$ cat config.mk
export PLATFORM = sky130hd
export DESIGN_NAME = dsc_ctrl
export DESIGN_NICKNAME = d
export VERILOG_FILES = /design/src/rtl/core/dsc_pkg.sv /design/src/rtl/core/dsc_ctrl.sv
export SDC_FILE = /design/constraint.sdc
export NUM_CORES = 1
export LEC_CHECK = 0
export BUFFER_PORTS_ARGS = -buffer_cell sky130_fd_sc_hd__buf_4
export CAP_MARGIN = 15
export CORE_ASPECT_RATIO = 0.8
export CORE_UTILIZATION = 30
export DETAILED_ROUTE_END_ITERATION = 8
export SETUP_SLACK_MARGIN = 0.02
export SYNTH_ARGS = -nofsm -noshare
export SYNTH_HDL_FRONTEND = slang
export SYNTH_SLANG_ARGS = --single-unit
$ cat constraint.sdc
create_clock -name clk -period 3.6 [get_ports clk]
set_input_delay 0.18 -clock clk [delete_from_list [all_inputs] [get_ports clk]]
set_output_delay 0.18 -clock clk [all_outputs]
set_load 0.01 [all_outputs]
$ cat src/rtl/core/dsc_pkg.sv
// Shared types, constants and the instruction microprogram of the dual stack CPU core.
package dsc_pkg;

  localparam int unsigned RAM_DEPTH = 65536;
  localparam int unsigned DEV_DEPTH = 256;
  localparam int unsigned STK_DEPTH = 256;
  localparam logic [7:0] STACK_LIMIT = 8'd255;

  localparam logic [2:0] KIND_LOAD   = 3'd0;
  localparam logic [2:0] KIND_DEVWR  = 3'd1;
  localparam logic [2:0] KIND_READ   = 3'd2;
  localparam logic [2:0] KIND_VECTOR = 3'd3;
  localparam logic [2:0] KIND_STEP   = 3'd4;

  localparam logic [2:0] STAT_RUN       = 3'd0;
  localparam logic [2:0] STAT_IDLE      = 3'd1;
  localparam logic [2:0] STAT_WORK_UNDR = 3'd2;
  localparam logic [2:0] STAT_WORK_OVER = 3'd3;
  localparam logic [2:0] STAT_RET_UNDR  = 3'd4;
  localparam logic [2:0] STAT_RET_OVER  = 3'd5;

  localparam logic [1:0] FAULT_NONE  = 2'd0;
  localparam logic [1:0] FAULT_UNDER = 2'd1;
  localparam logic [1:0] FAULT_OVER  = 2'd2;

  localparam logic [1:0] EV_NONE  = 2'd0;
  localparam logic [1:0] EV_READ  = 2'd1;
  localparam logic [1:0] EV_WRITE = 2'd2;

  localparam logic [4:0] OP_BRK = 5'd0;
  localparam logic [4:0] OP_LIT = 5'd1;
  localparam logic [4:0] OP_NOP = 5'd2;
  localparam logic [4:0] OP_POP = 5'd3;
  localparam logic [4:0] OP_DUP = 5'd4;
  localparam logic [4:0] OP_SWP = 5'd5;
  localparam logic [4:0] OP_OVR = 5'd6;
  localparam logic [4:0] OP_ROT = 5'd7;
  localparam logic [4:0] OP_EQU = 5'd8;
  localparam logic [4:0] OP_NEQ = 5'd9;
  localparam logic [4:0] OP_GTH = 5'd10;
  localparam logic [4:0] OP_LTH = 5'd11;
  localparam logic [4:0] OP_JMP = 5'd12;
  localparam logic [4:0] OP_JCN = 5'd13;
  localparam logic [4:0] OP_JSR = 5'd14;
  localparam logic [4:0] OP_STH = 5'd15;
  localparam logic [4:0] OP_LDZ = 5'd16;
  localparam logic [4:0] OP_STZ = 5'd17;
  localparam logic [4:0] OP_LDR = 5'd18;
  localparam logic [4:0] OP_STR = 5'd19;
  localparam logic [4:0] OP_LDA = 5'd20;
  localparam logic [4:0] OP_STA = 5'd21;
  localparam logic [4:0] OP_DEI = 5'd22;
  localparam logic [4:0] OP_DEO = 5'd23;
  localparam logic [4:0] OP_ADD = 5'd24;
  localparam logic [4:0] OP_SUB = 5'd25;
  localparam logic [4:0] OP_MUL = 5'd26;
  localparam logic [4:0] OP_DIV = 5'd27;
  localparam logic [4:0] OP_AND = 5'd28;
  localparam logic [4:0] OP_ORA = 5'd29;
  localparam logic [4:0] OP_EOR = 5'd30;

  typedef enum logic [3:0] {
    U_END, U_POP, U_PUSH, U_MRD, U_MWR, U_DRD, U_DWR, U_PC, U_ALU
  } uop_kind_t;

  typedef enum logic [3:0] {
    R_A_LO, R_A_HI, R_B_LO, R_B_HI, R_C_LO, R_C_HI, R_X,
    R_Y_LO, R_Y_HI, R_PC_LO, R_PC_HI
  } reg_sel_t;

  typedef enum logic [2:0] {
    AD_PC, AD_PC1, AD_X, AD_X1, AD_REL, AD_REL1, AD_A, AD_A1
  } addr_sel_t;

  typedef enum logic [2:0] {
    PS_ZERO, PS_A, PS_REL, PS_INC1, PS_INC2
  } pc_sel_t;

  typedef struct packed {
    uop_kind_t kind;
    logic      other;
    reg_sel_t  rsel;
    addr_sel_t asel;
    pc_sel_t   psel;
    logic      cond;
  } uop_t;

  typedef struct packed {
    logic clr;
    logic host;
    logic mem_cap;
    logic fetch;
    logic decode;
    logic issue;
    logic finish;
    logic fin;
    logic out_sel;
    uop_t uop;
  } cmd_t;

  typedef struct packed {
    logic       clr_done;
    logic       can_run;
    logic       div_busy;
    logic [7:0] instr;
    logic [1:0] ev_cnt;
  } stat_t;

  typedef enum logic [3:0] {
    S_CLEAR, S_IDLE, S_HOSTRD, S_FETCH, S_DECODE, S_ISSUE, S_FINISH,
    S_ALU, S_FIN, S_OUT0, S_OUT1
  } state_t;

  function automatic uop_t mk(uop_kind_t k, logic o, reg_sel_t r, addr_sel_t a,
                              pc_sel_t p, logic c);
    uop_t u;
    u.kind  = k;
    u.other = o;
    u.rsel  = r;
    u.asel  = a;
    u.psel  = p;
    u.cond  = c;
    return u;
  endfunction

  function automatic uop_t u_pop(reg_sel_t r);
    return mk(U_POP, 1'b0, r, AD_PC, PS_ZERO, 1'b0);
  endfunction

  function automatic uop_t u_push(reg_sel_t r);
    return mk(U_PUSH, 1'b0, r, AD_PC, PS_ZERO, 1'b0);
  endfunction

  function automatic uop_t u_pushd(reg_sel_t r);
    return mk(U_PUSH, 1'b1, r, AD_PC, PS_ZERO, 1'b0);
  endfunction

  function automatic uop_t u_mem(uop_kind_t k, addr_sel_t a, reg_sel_t r);
    return mk(k, 1'b0, r, a, PS_ZERO, 1'b0);
  endfunction

  function automatic uop_t u_pc(pc_sel_t p, logic c);
    return mk(U_PC, 1'b0, R_A_LO, AD_PC, p, c);
  endfunction

  function automatic uop_t u_end();
    return mk(U_END, 1'b0, R_A_LO, AD_PC, PS_ZERO, 1'b0);
  endfunction

  // Step idx of the micro-sequence for one instruction.
  function automatic uop_t seq_uop(logic [4:0] op, logic w, logic [3:0] idx);
    uop_t      p [16];
    logic [3:0] j;
    addr_sel_t b0;
    addr_sel_t b1;
    for (int i = 0; i < 16; i++) p[i] = u_end();
    j  = 4'd0;
    b0 = AD_X;
    b1 = AD_X1;
    if ((op >= OP_EQU && op <= OP_LTH) || op >= OP_ADD) begin
      if (w) begin
        p[0] = u_pop(R_A_LO);
        p[1] = u_pop(R_A_HI);
        p[2] = u_pop(R_B_LO);
        p[3] = u_pop(R_B_HI);
        p[4] = mk(U_ALU, 1'b0, R_A_LO, AD_PC, PS_ZERO, 1'b0);
        if (op <= OP_LTH) begin
          p[5] = u_push(R_Y_LO);
        end else begin
          p[5] = u_push(R_Y_HI);
          p[6] = u_push(R_Y_LO);
        end
      end else begin
        p[0] = u_pop(R_A_LO);
        p[1] = u_pop(R_B_LO);
        p[2] = mk(U_ALU, 1'b0, R_A_LO, AD_PC, PS_ZERO, 1'b0);
        p[3] = u_push(R_Y_LO);
      end
    end else begin
      case (op)
        OP_BRK: p[0] = u_pc(PS_ZERO, 1'b0);
        OP_LIT: begin
          if (w) begin
            p[0] = u_mem(U_MRD, AD_PC, R_C_HI);
            p[1] = u_mem(U_MRD, AD_PC1, R_C_LO);
            p[2] = u_push(R_C_HI);
            p[3] = u_push(R_C_LO);
            p[4] = u_pc(PS_INC2, 1'b0);
          end else begin
            p[0] = u_mem(U_MRD, AD_PC, R_C_LO);
            p[1] = u_push(R_C_LO);
            p[2] = u_pc(PS_INC1, 1'b0);
          end
        end
        OP_POP: begin
          p[0] = u_pop(R_A_LO);
          if (w) p[1] = u_pop(R_A_HI);
        end
        OP_DUP: begin
          if (w) begin
            p[0] = u_pop(R_A_LO);
            p[1] = u_pop(R_A_HI);
            p[2] = u_push(R_A_HI);
            p[3] = u_push(R_A_LO);
            p[4] = u_push(R_A_HI);
            p[5] = u_push(R_A_LO);
          end else begin
            p[0] = u_pop(R_A_LO);
            p[1] = u_push(R_A_LO);
            p[2] = u_push(R_A_LO);
          end
        end
        OP_SWP: begin
          if (w) begin
            p[0] = u_pop(R_A_LO);
            p[1] = u_pop(R_A_HI);
            p[2] = u_pop(R_B_LO);
            p[3] = u_pop(R_B_HI);
            p[4] = u_push(R_A_HI);
            p[5] = u_push(R_A_LO);
            p[6] = u_push(R_B_HI);
            p[7] = u_push(R_B_LO);
          end else begin
            p[0] = u_pop(R_A_LO);
            p[1] = u_pop(R_B_LO);
            p[2] = u_push(R_A_LO);
            p[3] = u_push(R_B_LO);
          end
        end
        OP_OVR: begin
          if (w) begin
            p[0] = u_pop(R_A_LO);
            p[1] = u_pop(R_A_HI);
            p[2] = u_pop(R_B_LO);
            p[3] = u_pop(R_B_HI);
            p[4] = u_push(R_B_HI);
            p[5] = u_push(R_B_LO);
            p[6] = u_push(R_A_HI);
            p[7] = u_push(R_A_LO);
            p[8] = u_push(R_B_HI);
            p[9] = u_push(R_B_LO);
          end else begin
            p[0] = u_pop(R_A_LO);
            p[1] = u_pop(R_B_LO);
            p[2] = u_push(R_B_LO);
            p[3] = u_push(R_A_LO);
            p[4] = u_push(R_B_LO);
          end
        end
        OP_ROT: begin
          if (w) begin
            p[0]  = u_pop(R_A_LO);
            p[1]  = u_pop(R_A_HI);
            p[2]  = u_pop(R_B_LO);
            p[3]  = u_pop(R_B_HI);
            p[4]  = u_pop(R_C_LO);
            p[5]  = u_pop(R_C_HI);
            p[6]  = u_push(R_B_HI);
            p[7]  = u_push(R_B_LO);
            p[8]  = u_push(R_A_HI);
            p[9]  = u_push(R_A_LO);
            p[10] = u_push(R_C_HI);
            p[11] = u_push(R_C_LO);
          end else begin
            p[0] = u_pop(R_A_LO);
            p[1] = u_pop(R_B_LO);
            p[2] = u_pop(R_C_LO);
            p[3] = u_push(R_B_LO);
            p[4] = u_push(R_A_LO);
            p[5] = u_push(R_C_LO);
          end
        end
        OP_JMP: begin
          if (w) begin
            p[0] = u_pop(R_A_LO);
            p[1] = u_pop(R_A_HI);
            p[2] = u_pc(PS_A, 1'b0);
          end else begin
            p[0] = u_pop(R_X);
            p[1] = u_pc(PS_REL, 1'b0);
          end
        end
        OP_JCN: begin
          if (w) begin
            p[0] = u_pop(R_A_LO);
            p[1] = u_pop(R_A_HI);
            p[2] = u_pop(R_B_LO);
            p[3] = u_pc(PS_A, 1'b1);
          end else begin
            p[0] = u_pop(R_X);
            p[1] = u_pop(R_B_LO);
            p[2] = u_pc(PS_REL, 1'b1);
          end
        end
        OP_JSR: begin
          if (w) begin
            p[0] = u_pushd(R_PC_HI);
            p[1] = u_pushd(R_PC_LO);
            p[2] = u_pop(R_A_LO);
            p[3] = u_pop(R_A_HI);
            p[4] = u_pc(PS_A, 1'b0);
          end else begin
            p[0] = u_pop(R_X);
            p[1] = u_pushd(R_PC_HI);
            p[2] = u_pushd(R_PC_LO);
            p[3] = u_pc(PS_REL, 1'b0);
          end
        end
        OP_STH: begin
          if (w) begin
            p[0] = u_pop(R_A_LO);
            p[1] = u_pop(R_A_HI);
            p[2] = u_pushd(R_A_HI);
            p[3] = u_pushd(R_A_LO);
          end else begin
            p[0] = u_pop(R_A_LO);
            p[1] = u_pushd(R_A_LO);
          end
        end
        OP_LDZ, OP_LDR, OP_LDA: begin
          if (op == OP_LDA) begin
            p[0] = u_pop(R_A_LO);
            p[1] = u_pop(R_A_HI);
            j  = 4'd2;
            b0 = AD_A;
            b1 = AD_A1;
          end else begin
            p[0] = u_pop(R_X);
            j  = 4'd1;
            b0 = (op == OP_LDR) ? AD_REL : AD_X;
            b1 = (op == OP_LDR) ? AD_REL1 : AD_X1;
          end
          if (w) begin
            p[j]        = u_mem(U_MRD, b0, R_C_HI);
            p[j + 4'd1] = u_mem(U_MRD, b1, R_C_LO);
            p[j + 4'd2] = u_push(R_C_HI);
            p[j + 4'd3] = u_push(R_C_LO);
          end else begin
            p[j]        = u_mem(U_MRD, b0, R_C_LO);
            p[j + 4'd1] = u_push(R_C_LO);
          end
        end
        OP_STZ, OP_STR, OP_STA: begin
          if (op == OP_STA) begin
            p[0] = u_pop(R_A_LO);
            p[1] = u_pop(R_A_HI);
            j  = 4'd2;
            b0 = AD_A;
            b1 = AD_A1;
          end else begin
            p[0] = u_pop(R_X);
            j  = 4'd1;
            b0 = (op == OP_STR) ? AD_REL : AD_X;
            b1 = (op == OP_STR) ? AD_REL1 : AD_X1;
          end
          if (w) begin
            p[j]        = u_pop(R_B_LO);
            p[j + 4'd1] = u_pop(R_B_HI);
            p[j + 4'd2] = u_mem(U_MWR, b0, R_B_HI);
            p[j + 4'd3] = u_mem(U_MWR, b1, R_B_LO);
          end else begin
            p[j]        = u_pop(R_B_LO);
            p[j + 4'd1] = u_mem(U_MWR, b0, R_B_LO);
          end
        end
        OP_DEI: begin
          p[0] = u_pop(R_X);
          if (w) begin
            p[1] = u_mem(U_DRD, AD_X, R_C_HI);
            p[2] = u_mem(U_DRD, AD_X1, R_C_LO);
            p[3] = u_push(R_C_HI);
            p[4] = u_push(R_C_LO);
          end else begin
            p[1] = u_mem(U_DRD, AD_X, R_C_LO);
            p[2] = u_push(R_C_LO);
          end
        end
        OP_DEO: begin
          p[0] = u_pop(R_X);
          if (w) begin
            p[1] = u_pop(R_B_LO);
            p[2] = u_pop(R_B_HI);
            p[3] = u_mem(U_DWR, AD_X, R_B_HI);
            p[4] = u_mem(U_DWR, AD_X1, R_B_LO);
          end else begin
            p[1] = u_pop(R_B_LO);
            p[2] = u_mem(U_DWR, AD_X, R_B_LO);
          end
        end
        default: p[0] = u_end();
      endcase
    end
    return p[idx];
  endfunction

endpackage

$ cat src/rtl/core/dsc_ctrl.sv
// Controller state machine that sequences host beats and instruction micro-steps.
module dsc_ctrl (
  input  logic              clk,
  input  logic              rst,
  input  logic              in_valid,
  output logic              in_stall,
  input  logic [2:0]        kind,
  output logic              out_valid,
  input  logic              out_stall,
  input  dsc_pkg::stat_t    stat,
  output dsc_pkg::cmd_t     cmd
);

  dsc_pkg::state_t state, state_next;
  logic [3:0] idx, idx_next;

  always_ff @(posedge clk) begin
    if (rst) begin
      state <= dsc_pkg::S_CLEAR;
      idx   <= 4'd0;
    end else begin
      state <= state_next;
      idx   <= idx_next;
    end
  end

  always_comb begin
    state_next = state;
    idx_next   = idx;
    in_stall   = 1'b1;
    out_valid  = 1'b0;
    cmd        = '0;
    cmd.uop    = dsc_pkg::seq_uop(stat.instr[4:0], stat.instr[5], idx);
    unique case (state)
      dsc_pkg::S_CLEAR: begin
        cmd.clr = 1'b1;
        if (stat.clr_done) state_next = dsc_pkg::S_IDLE;
      end
      dsc_pkg::S_IDLE: begin
        in_stall = 1'b0;
        if (in_valid) begin
          cmd.host = 1'b1;
          if (kind == dsc_pkg::KIND_READ) begin
            state_next = dsc_pkg::S_HOSTRD;
          end else if (kind == dsc_pkg::KIND_STEP && stat.can_run) begin
            state_next = dsc_pkg::S_FETCH;
          end else begin
            state_next = dsc_pkg::S_OUT0;
          end
        end
      end
      dsc_pkg::S_HOSTRD: begin
        cmd.mem_cap = 1'b1;
        state_next  = dsc_pkg::S_OUT0;
      end
      dsc_pkg::S_FETCH: begin
        cmd.fetch  = 1'b1;
        state_next = dsc_pkg::S_DECODE;
      end
      dsc_pkg::S_DECODE: begin
        cmd.decode = 1'b1;
        idx_next   = 4'd0;
        state_next = dsc_pkg::S_ISSUE;
      end
      dsc_pkg::S_ISSUE: begin
        cmd.issue = 1'b1;
        if (cmd.uop.kind == dsc_pkg::U_END) begin
          state_next = dsc_pkg::S_FIN;
        end else if (cmd.uop.kind == dsc_pkg::U_ALU) begin
          state_next = dsc_pkg::S_ALU;
        end else begin
          state_next = dsc_pkg::S_FINISH;
        end
      end
      dsc_pkg::S_FINISH: begin
        cmd.finish = 1'b1;
        idx_next   = idx + 4'd1;
        state_next = dsc_pkg::S_ISSUE;
      end
      dsc_pkg::S_ALU: begin
        if (!stat.div_busy) begin
          idx_next   = idx + 4'd1;
          state_next = dsc_pkg::S_ISSUE;
        end
      end
      dsc_pkg::S_FIN: begin
        cmd.fin    = 1'b1;
        state_next = dsc_pkg::S_OUT0;
      end
      dsc_pkg::S_OUT0: begin
        out_valid = 1'b1;
        if (!out_stall) begin
          state_next = (stat.ev_cnt == 2'd2) ? dsc_pkg::S_OUT1 : dsc_pkg::S_IDLE;
        end
      end
      dsc_pkg::S_OUT1: begin
        out_valid   = 1'b1;
        cmd.out_sel = 1'b1;
        if (!out_stall) state_next = dsc_pkg::S_IDLE;
      end
      default: state_next = dsc_pkg::S_CLEAR;
    endcase
  end

endmodule

======== Word-level counts from Yosys, hierarchy flattened ========
Index checks and enable logic that the tools add are counted.
storage, ports and cells
  output and inout bits ................... 27
  logic and storage cells ................. 237
  bits in registers ....................... 8
  bits of input ports ..................... 20
operators by class
  multiplexer cells ....................... 124
  bitwise operators ....................... 24
  reductions and logical operators ........ 23
  $lt $le $gt $ge ......................... 20
  equal/unequal tests ..................... 37
  add/sub/neg operators ................... 7
operators by type and width
  operator                              number
  256-bit bitwise mux                   6
  224-bit AND                           3
  224-bit inverter                      3
  16-bit demux with 4-bit select        8
  256-bit two-way mux                   2
  16-bit case mux with 14 select lines  2
  208-bit AND                           2
  208-bit inverter                      2
  16-bit two-way mux                    18
  16-bit case mux with 13 select lines  1
  16-bit case mux with 12 select lines  1
  16-bit case mux with 10 select lines  1
  32-bit case mux with 5 select lines   1
  144-bit two-way mux                   1
  32-bit case mux with 4 select lines   1
  64-bit case mux with 2 select lines   1
  62-bit two-way mux                    2
  30-bit two-way mux                    4
  112-bit two-way mux                   1
  32-bit bitwise OR                     3
  48-bit bitwise OR                     2
  16-bit case mux with 6 select lines   1
  32-bit case mux with 3 select lines   1
  94-bit two-way mux                    1
  52 further kinds                      167

======== Depth between registers and ports, before layout ========
Gate-level depths: netlist of the first run.
  depth in word-level cells ............... 24
  depth in mapped cells ................... 13
  gate-level depth less buffers ........... 11

======== Worst setup path after synthesis of the first run ========
No wires, ideal clock.
  path kind ............................... input -> output
  start ................................... input port stat[5] (netlist name)
  end ..................................... output port cmd[8] (netlist name)
  setup slack ............................. 1.162 ns
  required time ........................... 3.420 ns
  cell stages on the path ................. 13
  arrival ................................. 2.258 ns
  buffers on the path ..................... 2
  cells stage by stage .................... buf_2 > buf_6 > nand3b_1 > nor2_1 > inv_1 > ha_1 > nor2_1 > nor3_1 > a311oi_2 > nand2_1 > a211o_1 > a221oi_2 > o21ai_1
RTL lines
  what             line            RTL
  start, declared  dsc_ctrl.sv:10  input dsc_pkg::stat_t stat,
  end, declared    dsc_ctrl.sv:11  output dsc_pkg::cmd_t cmd

==> qor.csv, run 1 <==
stage;metric;value;unit
placement;# port buffers;44;
clock_network;# resized after CTS;0;
final_layout;commonest non-fill, non-tap cell in the layout;buf_4;
final_layout;area delta synth->final;10.2;%
timing;post-layout min period;2.93;ns
timing;Final Hold Fails;0;
worst_setup_path;Worst R2R Setup Slack;1.07;ns
worst_setup_path;r2r startpoint;idx[0];
worst_setup_path;CP peak stage delay;0.34;ns
logic_synthesis;Mapped Cells;481;
logic_synthesis;Yosys cell types;87;
worst_setup_path;Critical Path AT;2.75;ns
detailed_routing;routed vias;3977;
detailed_routing;DR iter-0 viols;780;
logic_synthesis;cell area after synthesis;3130;um2
clock_network;CTS Buf Count;3;
detailed_routing;post-route ant nets;0;
clock_network;Max Root-Sink Buffers;2;
timing;pins over their slew limit;0;
final_layout;Final Cell Area;3450;um2
clock_network;H-Tree Level Count;1;
worst_setup_path;Crit Path Max Fanout;16;
timing;setup ws final;0.673;ns
floorplanning;Rows;32;
clock_network;CTS clk-pin slew, worst paths;0.03;ns
outcome;outcome;finished clean;
grt;largest net degree at the start of global routing;47;
pwr;leak pwr;1.20;nW
logic_synthesis;Seq/Total Area, Yosys;0.0511;
logic_synthesis;number of synthesized register bits;8;
worst_hold_path;min-delay src;rst;
clock_network;cell chosen for the clock root;clkbuf_16;
clock_network;CTS tree;built;
logic_synthesis;Syn Nets;508;
placement;dpl ws;0.736;ns
timing;Clock Skews;0.000988;ns
timing;RSZ-0062 raised after global routing;false;
detailed_routing;Wirelength per Cell;20.4;um
clock_network;CTS Sinks;8;
timing;setup_tns;0;ns
logic_synthesis;number of synthesized flops with an enable pin;0;
logic_synthesis;asr flop ratio synth;0;
worst_setup_path;CP Data Required Time;3.42;ns
worst_setup_path;startpoint types;input port;
floorplanning;Starting Density;0.317;
grt;GRT Total Usage;0.236;
timing;fmax;342;MHz
timing;Tcrit/Tclk final;0.813;
worst_setup_path;Buffers & Inverters on Critical Path;3;
placement;RD Place Congestion;0.944;
pwr;Tot Pwr;637;uW
detailed_routing;vias per cell;6.39;
floorplanning;full die area;10900;um2
final_layout;share of layout cells above drive strength 1;0.175;
clock_network;hold_buf cts;0;
timing;final number of setup-violating endpoints;0;
worst_setup_path;crit-path leading delay family;compound AO/OA/AOI/OAI gates;
worst_setup_path;worst r2r dst;state[1];
pwr;PwrDens;185;nW/um2
detailed_routing;drt pass-1 iters;5;
logic_synthesis;Syn Area/Cell;6.51;um2
grt;grt total ovfl;0;
placement;Placed Instance Area;3380;um2
worst_hold_path;Hold Crit Class;in2reg;
worst_setup_path;WS Path Type;in2out;
run;max-cap viol count;0;
worst_setup_path;WP depth;13;
worst_setup_path;Worst Reg2Reg Path Length in Cells;7;
worst_setup_path;CP cell instances;buf_4, nand2b_1, nor2_1, inv_1, ha_1, nor2_1, nor3_1, a311oi_2, nand2_1, a211o_1, a221oi_2, o21ai_1, buf_4;
final_layout;Ant. Diodes;0;
floorplanning;Die Width;116;um
timing;Slew headroom;0.419;
floorplanning;Die Ht;93.4;um
placement;placed cell count;619;
grt;vias in the first global route;3582;
final_layout;most frequent cells in the layout;buf_4, a21oi_1, nand2_1;
clock_network;post-CTS repair timing setup buffer count;0;
clock_network;Clock Latency Late Sink;0.23;ns
logic_synthesis;Post-synth top flop;dfxtp_1;
pwr;peak supply drop;0.160;mV
placement;post-detail-place hpwl;9.24;mm
final_layout;fin cells;622;
logic_synthesis;Ys Warns;0;
worst_setup_path;Crit. End Element;primary output;
worst_hold_path;worst hold endpoint;idx[0];
timing;slew of the pin with the lowest slew margin;0.870;ns
grt;first-pass GRT wire length;20.0;mm
worst_hold_path;hold path depth;2;
final_layout;final net count;515;
detailed_routing;DRC viols;0;
floorplanning;IO Count;47;
detailed_routing;Detailed Route WL;12.7;mm
worst_setup_path;Slowest cell on crit path;nor2_1;
grt;initial antenna violation count;0;
floorplanning;Core ar.;9890;um2
[stage by stage]
stage / utilization / hold WS, ns
final: 0.349 / 0.214
after global routing: 0.349 / 0.239
after CTS: 0.349 / 0.211
after detailed placement: 0.341 / 0.450
after global placement: 0.341 / 0.451
after floorplan: - / 0.368
[flip-flops by register name, summed over array words and instances (netlist names)]
register	cells
state	4
idx	4
[worst reg2reg max path, stage by stage, from the launching register on]
cell      delay, ns
dfxtp_1        0.88
buf_4          0.38
o21ai_0        0.14
a32o_1         0.27
and3_1         0.20
o31ai_4        0.09
nand3b_4       0.13
o31a_1         0.31
[synth_stat cells, drive strengths merged, types with 3 or more instances]
master	number	area, um2
a211oi	11	87.6
a21oi	45	225
or3	6	37.5
clkbuf	13	50.0
a311oi	4	41.3
o21ai	26	130
a221oi	3	32.5
or2	4	27.5
o21bai	3	22.5
or4	3	22.5
nor2b	16	108
o31a	5	43.8
a32oi	3	26.3
and2	6	37.5
nand2b	19	121
a22oi	7	52.6
xor2	3	26.3
a31oi	11	68.8
xnor2	4	35.0
dfxtp	8	160
nor2	38	148
nor4	8	62.6
inv	14	55.1
o22ai	10	68.8
and3	10	67.6
o22a	3	26.3
nand3	13	65.1
ha	7	87.6
buf	39	282
nor3	25	125
o31ai	7	66.3
nand3b	4	42.5
o311ai	4	42.6
a21boi	3	22.5
o32ai	5	51.3
o221ai	4	35.0
a211o	3	26.3
nor3b	4	30.0
nand2	46	178
nand4	6	37.5
[how the worst max path moves through the flow]
stage	from	end
after floorplan	stat[5]	cmd[8]
final	stat[3]	cmd[8]
after CTS	stat[3]	cmd[8]
after global routing	stat[3]	cmd[8]
after detailed placement	stat[3]	cmd[8]
after global placement	stat[3]	cmd[8]
[where the power goes]
part           total, mW  internal (mW)  leakage, nW  switching, mW
Clock              0.180          0.143       0.0370         0.0377
Sequential         0.120         0.0947       0.0649         0.0254
Combinational      0.337          0.128         1.10          0.209
[per-layer routing]
metal | track usage | vias up | wire (um)
li1 | - | 1820 | -
met1 | 0.367 | 1847 | 5650
met2 | 0.315 | 284 | 5190
met3 | 0.0441 | 26 | 1620
met4 | 0.0684 | 0 | 225
met5 | 0 | - | 0
[final cells by class]
type	instances	area [um2]
well taps	136	170
fillers	1076	6440
repair buffers	54	405
multi-input cells	406	2580
clock buffers	3	75.1
flip-flops and latches	8	160
inverters	15	58.8
[kinds of logic (layout without fill, tap and decap cells)]
logic type | after synthesis | in the layout | share of synthesized area
AOI/OAI and AO/OA | 174 | 174 | 0.391
xor gates and xnor gates | 7 | 7 | 0.0196
adders and majority gates | 7 | 7 | 0.0280
buffers and inverters | 67 | 72 | 0.125
DFF | 8 | 8 | 0.0511
muxes | 2 | 2 | 0.00679
and+or+nand+nor | 216 | 216 | 0.379
No activity file was read; power rests on OpenSTA's default activity.
==> run 2: changes to the inputs <==
==> constraint.sdc (replaced) <==
create_clock -name clk -period 2.5 [get_ports clk]
set_input_delay 0.125 -clock clk [delete_from_list [all_inputs] [get_ports clk]]
set_output_delay 0.125 -clock clk [all_outputs]
set_load 0.01 [all_outputs]
==> run 2 against run 1 <==
Largest power group unchanged; first-iteration DRC count decreased by 20%; count of clock-buffer cells in the layout unchanged; combinational power increased by 67%; critical path type unchanged.
==> qor.csv, run 2 (same netlist as run 1, synthesis figures left out) <==
stage;metric;value;unit
outcome;outcome;finished clean;
final_layout;area delta synth->final;19.6;%
worst_hold_path;hold path depth;2;
floorplanning;Rows;32;
final_layout;Ant. Diodes;0;
timing;Clock Skews;0.00415;ns
run;max-cap viol count;0;
worst_setup_path;CP Data Required Time;2.38;ns
placement;# port buffers;44;
timing;final number of setup-violating endpoints;0;
worst_setup_path;WS Path Type;in2out;
clock_network;CTS Buf Count;3;
detailed_routing;post-route ant nets;0;
timing;setup ws final;0.0836;ns
clock_network;cell chosen for the clock root;clkbuf_16;
placement;RD Place Congestion;1.03;
final_layout;largest registers;idx x4, state x4;
final_layout;share of layout cells above drive strength 1;0.231;
pwr;PwrDens;264;nW/um2
worst_hold_path;Hold Crit Class;in2reg;
clock_network;Max Root-Sink Buffers;2;
grt;grt total ovfl;0;
floorplanning;IO Count;47;
placement;post-detail-place hpwl;9.90;mm
grt;vias in the first global route;3643;
clock_network;CTS tree;built;
worst_setup_path;Crit Path Max Fanout;3;
clock_network;H-Tree Level Count;1;
timing;post-layout min period;2.42;ns
timing;RSZ-0062 raised after global routing;true;
floorplanning;Starting Density;0.317;
detailed_routing;Wirelength per Cell;20.3;um
placement;placed cell count;652;
clock_network;CTS clk-pin slew, worst paths;0.04;ns
final_layout;fin cells;655;
worst_setup_path;Crit. End Element;primary output;
floorplanning;Die Ht;93.4;um
floorplanning;Die Width;116;um
floorplanning;Core ar.;9890;um2
timing;pins over their slew limit;0;
grt;GRT Total Usage;0.243;
worst_setup_path;Critical Path AT;2.29;ns
pwr;peak supply drop;0.171;mV
timing;fmax;414;MHz
worst_setup_path;startpoint types;input port;
worst_setup_path;Worst Reg2Reg Path Length in Cells;7;
final_layout;commonest non-fill, non-tap cell in the layout;buf_4;
grt;largest net degree at the start of global routing;48;
floorplanning;full die area;10900;um2
detailed_routing;drt pass-1 iters;5;
detailed_routing;vias per cell;6.38;
grt;first-pass GRT wire length;20.5;mm
detailed_routing;DRC viols;0;
clock_network;Clock Latency Late Sink;0.23;ns
timing;slew of the pin with the lowest slew margin;0.464;ns
detailed_routing;DR iter-0 viols;626;
detailed_routing;routed vias;4180;
grt;initial antenna violation count;0;
placement;dpl ws;0.124;ns
worst_setup_path;Worst R2R Setup Slack;0.39;ns
detailed_routing;Detailed Route WL;13.3;mm
clock_network;CTS Sinks;8;
final_layout;most frequent cells in the layout;buf_4, a21oi_1, nand2_1;
timing;Tcrit/Tclk final;0.967;
timing;Slew headroom;0.687;
clock_network;post-CTS repair timing setup buffer count;0;
timing;Final Hold Fails;0;
pwr;leak pwr;1.38;nW
final_layout;final net count;548;
## run 2: metal layers
metal  global-route usage  routed length (um)  vias up
met1                0.365                5890     1958
met4               0.0641                 187        0
met2                0.340                5580      312
met5                    0                   0        -
met3               0.0506                1640       18
li1                     -                   -     1892
## run 2: worst paths after layout
kind | from | endpoint
setup / recovery | stat[5] | cmd[8]
hold / removal | rst | state[0]
setup reg to reg | idx[1] | state[2]
hold reg to reg | idx[1] | idx[3]
## run 2: what timing repair did
action	in CTS	in global routing
resized for setup	0	3
hold buffers	0	0
endpoints found under the setup margin	0	2
## run 2: final cells by class
class                   count  area (um2)
inverters                  15        58.8
repair buffers             87         694
multi-input cells         406        2590
clock buffers               3        75.1
fillers                  1084        6140
flip-flops and latches      8         160
well taps                 136         170
## run 2: through the flow
step	setup TNS [ns]	total power [mW]	area [um2]	hold slack, ns	utilization
final	0	0.990	3750	0.169	0.379
after global routing	-0.0496	1.04	3750	0.175	0.379
after CTS	0	0.973	3740	0.157	0.378
after detailed placement	0	0.697	3660	0.401	0.370
after global placement	0	0.697	3660	0.398	0.370
after floorplan	0	0.520	3130	0.313	-
## run 2: power breakdown
group          switching, mW  internal (mW)  total, mW  leakage [nW]
Combinational          0.334          0.228      0.562          1.27
Clock                 0.0656          0.207      0.272        0.0370
Sequential            0.0195          0.136      0.156        0.0649
Total                  0.419          0.571      0.990          1.38
## run 2: worst max-delay path, stage by stage
cell	delay, ns
buf_4	0.12
nand3b_1	0.19
nor2_2	0.12
inv_1	0.08
ha_1	0.21
nor2_2	0.12
nor3_1	0.06
a311oi_2	0.22
nand2_1	0.08
a211o_1	0.31
a221oi_2	0.38
o21ai_1	0.12
buf_4	0.15
==> run 3: changes to the inputs <==
--- a/config.mk
+++ b/config.mk
@@ -10,6 +10,7 @@
 export CORE_ASPECT_RATIO = 0.8
 export CORE_UTILIZATION = 30
 export DETAILED_ROUTE_END_ITERATION = 8
+export MAX_ROUTING_LAYER = met4
 export SETUP_SLACK_MARGIN = 0.02
 export SYNTH_ARGS = -nofsm -noshare
 export SYNTH_HDL_FRONTEND = slang
==> run 3 against run 2 <==
Core utilization is 0.68 points higher; critical path type unchanged; largest cell class unchanged; register-to-register slack about the same; global-route usage up 1.3 points; sequential share of layout area shrank 0.076 points; count of clock-buffer cells in the layout unchanged; setup slack improved by 0.00069 ns; fmax barely moved; critical endpoint unchanged; non-clock buffer count did not move; first-iteration DRC count up 15%; die area unchanged.
==> qor.csv, run 3 (same netlist as run 1, synthesis figures left out) <==
stage;metric;value;unit
outcome;outcome;finished clean;
pwr;PwrDens;261;nW/um2
clock_network;CTS tree;built;
worst_hold_path;worst hold endpoint;state[0];
timing;Slew headroom;0.611;
detailed_routing;vias per cell;6.48;
placement;RD Place Congestion;0.989;
final_layout;most frequent cells in the layout;buf_4, a21oi_1, nand2_1;
grt;met3 Use GR;0.0564;
worst_hold_path;Hold Crit Class;in2reg;
detailed_routing;Detailed Route WL;13.6;mm
grt;initial antenna violation count;0;
grt;met1 usage;0.369;
placement;placed cell count;650;
clock_network;Max Root-Sink Buffers;2;
worst_setup_path;startpoint types;input port;
grt;Top Usage Layer GRT;met1;
final_layout;share of layout cells above drive strength 1;0.239;
timing;Tcrit/Tclk final;0.966;
timing;post-layout min period;2.42;ns
timing;Clock Skews;0.00410;ns
timing;RSZ-0062 raised after global routing;true;
timing;fmax;414;MHz
detailed_routing;Wirelength per Cell;20.7;um
grt;grt total ovfl;0;
final_layout;largest registers;idx x4, state x4;
pwr;leak pwr;1.39;nW
grt;met2 usage;0.352;
grt;vias in the first global route;3773;
floorplanning;Core ar.;9890;um2
worst_setup_path;Crit Path Max Fanout;3;
worst_setup_path;Worst Reg2Reg Path Length in Cells;8;
timing;setup ws final;0.0843;ns
floorplanning;Rows;32;
floorplanning;Die Width;116;um
timing;WHS;0.157;ns
worst_hold_path;hold path depth;2;
clock_network;cell chosen for the clock root;clkbuf_16;
timing;final number of setup-violating endpoints;0;
detailed_routing;DR iter-0 viols;721;
worst_setup_path;WS Path Type;in2out;
floorplanning;Starting Density;0.317;
worst_setup_path;Critical Path AT;2.29;ns
final_layout;fin cells;655;
floorplanning;Die Ht;93.4;um
placement;dpl ws;0.113;ns
worst_setup_path;worst r2r dst;state[1];
timing;pins over their slew limit;0;
worst_setup_path;Worst R2R Setup Slack;0.40;ns
final_layout;fillcell total;1064;
worst_setup_path;CP Data Required Time;2.38;ns
clock_network;CTS Sinks;8;
floorplanning;full die area;10900;um2
final_layout;area delta synth->final;21.7;%
worst_setup_path;Crit. End Element;primary output;
clock_network;H-Tree Level Count;1;
detailed_routing;post-route ant nets;0;
detailed_routing;routed vias;4245;
timing;setup_tns;0;ns
floorplanning;IO Count;47;
timing;Final Hold Fails;0;
clock_network;hold_buf cts;0;
final_layout;Ant. Diodes;0;
worst_hold_path;min-delay src;rst;
worst_setup_path;r2r startpoint;idx[1];
clock_network;CTS clk-pin slew, worst paths;0.04;ns
final_layout;commonest non-fill, non-tap cell in the layout;buf_4;
grt;first-pass GRT wire length;21.2;mm
clock_network;Clock Latency Late Sink;0.23;ns
placement;post-detail-place hpwl;9.94;mm
pwr;peak supply drop;0.188;mV
clock_network;CTS Buf Count;3;
grt;GRT Total Usage;0.256;
placement;# port buffers;44;
detailed_routing;DRC viols;0;
final_layout;final core utilization;0.386;
run;max-cap viol count;0;
final_layout;final net count;548;
timing;slew of the pin with the lowest slew margin;0.582;ns
detailed_routing;drt pass-1 iters;6;
grt;largest net degree at the start of global routing;48;
==> run 3: cell types whose count changed in the layout (fill, tap and decap cells not counted), moves of 2 or more <==
cell / before / now
ha_1: 7 / 5
buf_12: 3 / 5
buf_4: 83 / 79
ha_4: 0 / 2
buf_6: 1 / 3
==> run 3: how the worst max path moves through the flow <==
| stage | startpoint | endpoint | slack (ns) | cells past startpoint |
|---|---|---|---|---|
| 6_report | stat[5] | cmd[8] | 0.08 | 13 |
| 5_1_grt | stat[5] | cmd[8] | -0.006 | 13 |
| 2_1_floorplan | stat[5] | cmd[8] | 0.17 | 13 |
| 3_5_place_dp | stat[5] | cmd[8] | 0.11 | 13 |
| 3_3_place_gp | stat[5] | cmd[8] | 0.11 | 13 |
| 4_1_cts | stat[5] | cmd[8] | 0.1 | 13 |
==> run 3: layout make-up <==
type | count | area, um2 | area share
clock buffers | 3 | 75.1 | 0.0197
flip-flops and latches | 8 | 160 | 0.0420
multi-input cells | 406 | 2620 | 0.688
repair buffers | 87 | 727 | 0.191
well taps | 136 | 170 | 0.0446
inverters | 15 | 58.8 | 0.0154
==> run 3: where the power goes <==
| part | total (mW) | switching (mW) | internal, mW |
|---|---|---|---|
| clock | 0.271 | 0.0644 | 0.206 |
| combinational | 0.558 | 0.327 | 0.232 |
| sequential | 0.165 | 0.0286 | 0.136 |
==> run 3: layer usage <==
metal / wire length [um] / part of all wire
met1: 5960 / 0.44
met2: 5590 / 0.41
met3: 1590 / 0.12
met4: 446 / 0.033
met5: 0 / 0
==> run 3: through the flow <==
step	power (mW)	cell area [um2]
detailed placement	0.697	3670
global placement	0.697	3670
CTS	0.971	3750
global route	1.05	3810
floorplan	0.520	3130
finish	0.994	3810
==> run 3: timing repair <==
action	in CTS	in global routing
resized for setup	0	12
endpoints found under the hold margin	0	0
setup endpoints to repair	0	2
buffers inserted	0	2
==> run 3: worst max-delay path, stage by stage <==
cell,delay [ns]
buf_6,0.10
nand3b_1,0.19
nor2_2,0.16
inv_2,0.08
ha_4,0.17
nor2_4,0.11
nor3_2,0.06
a311oi_2,0.27
nand2_1,0.08
a211o_1,0.29
a221oi_2,0.37
o21ai_1,0.14
buf_4,0.16
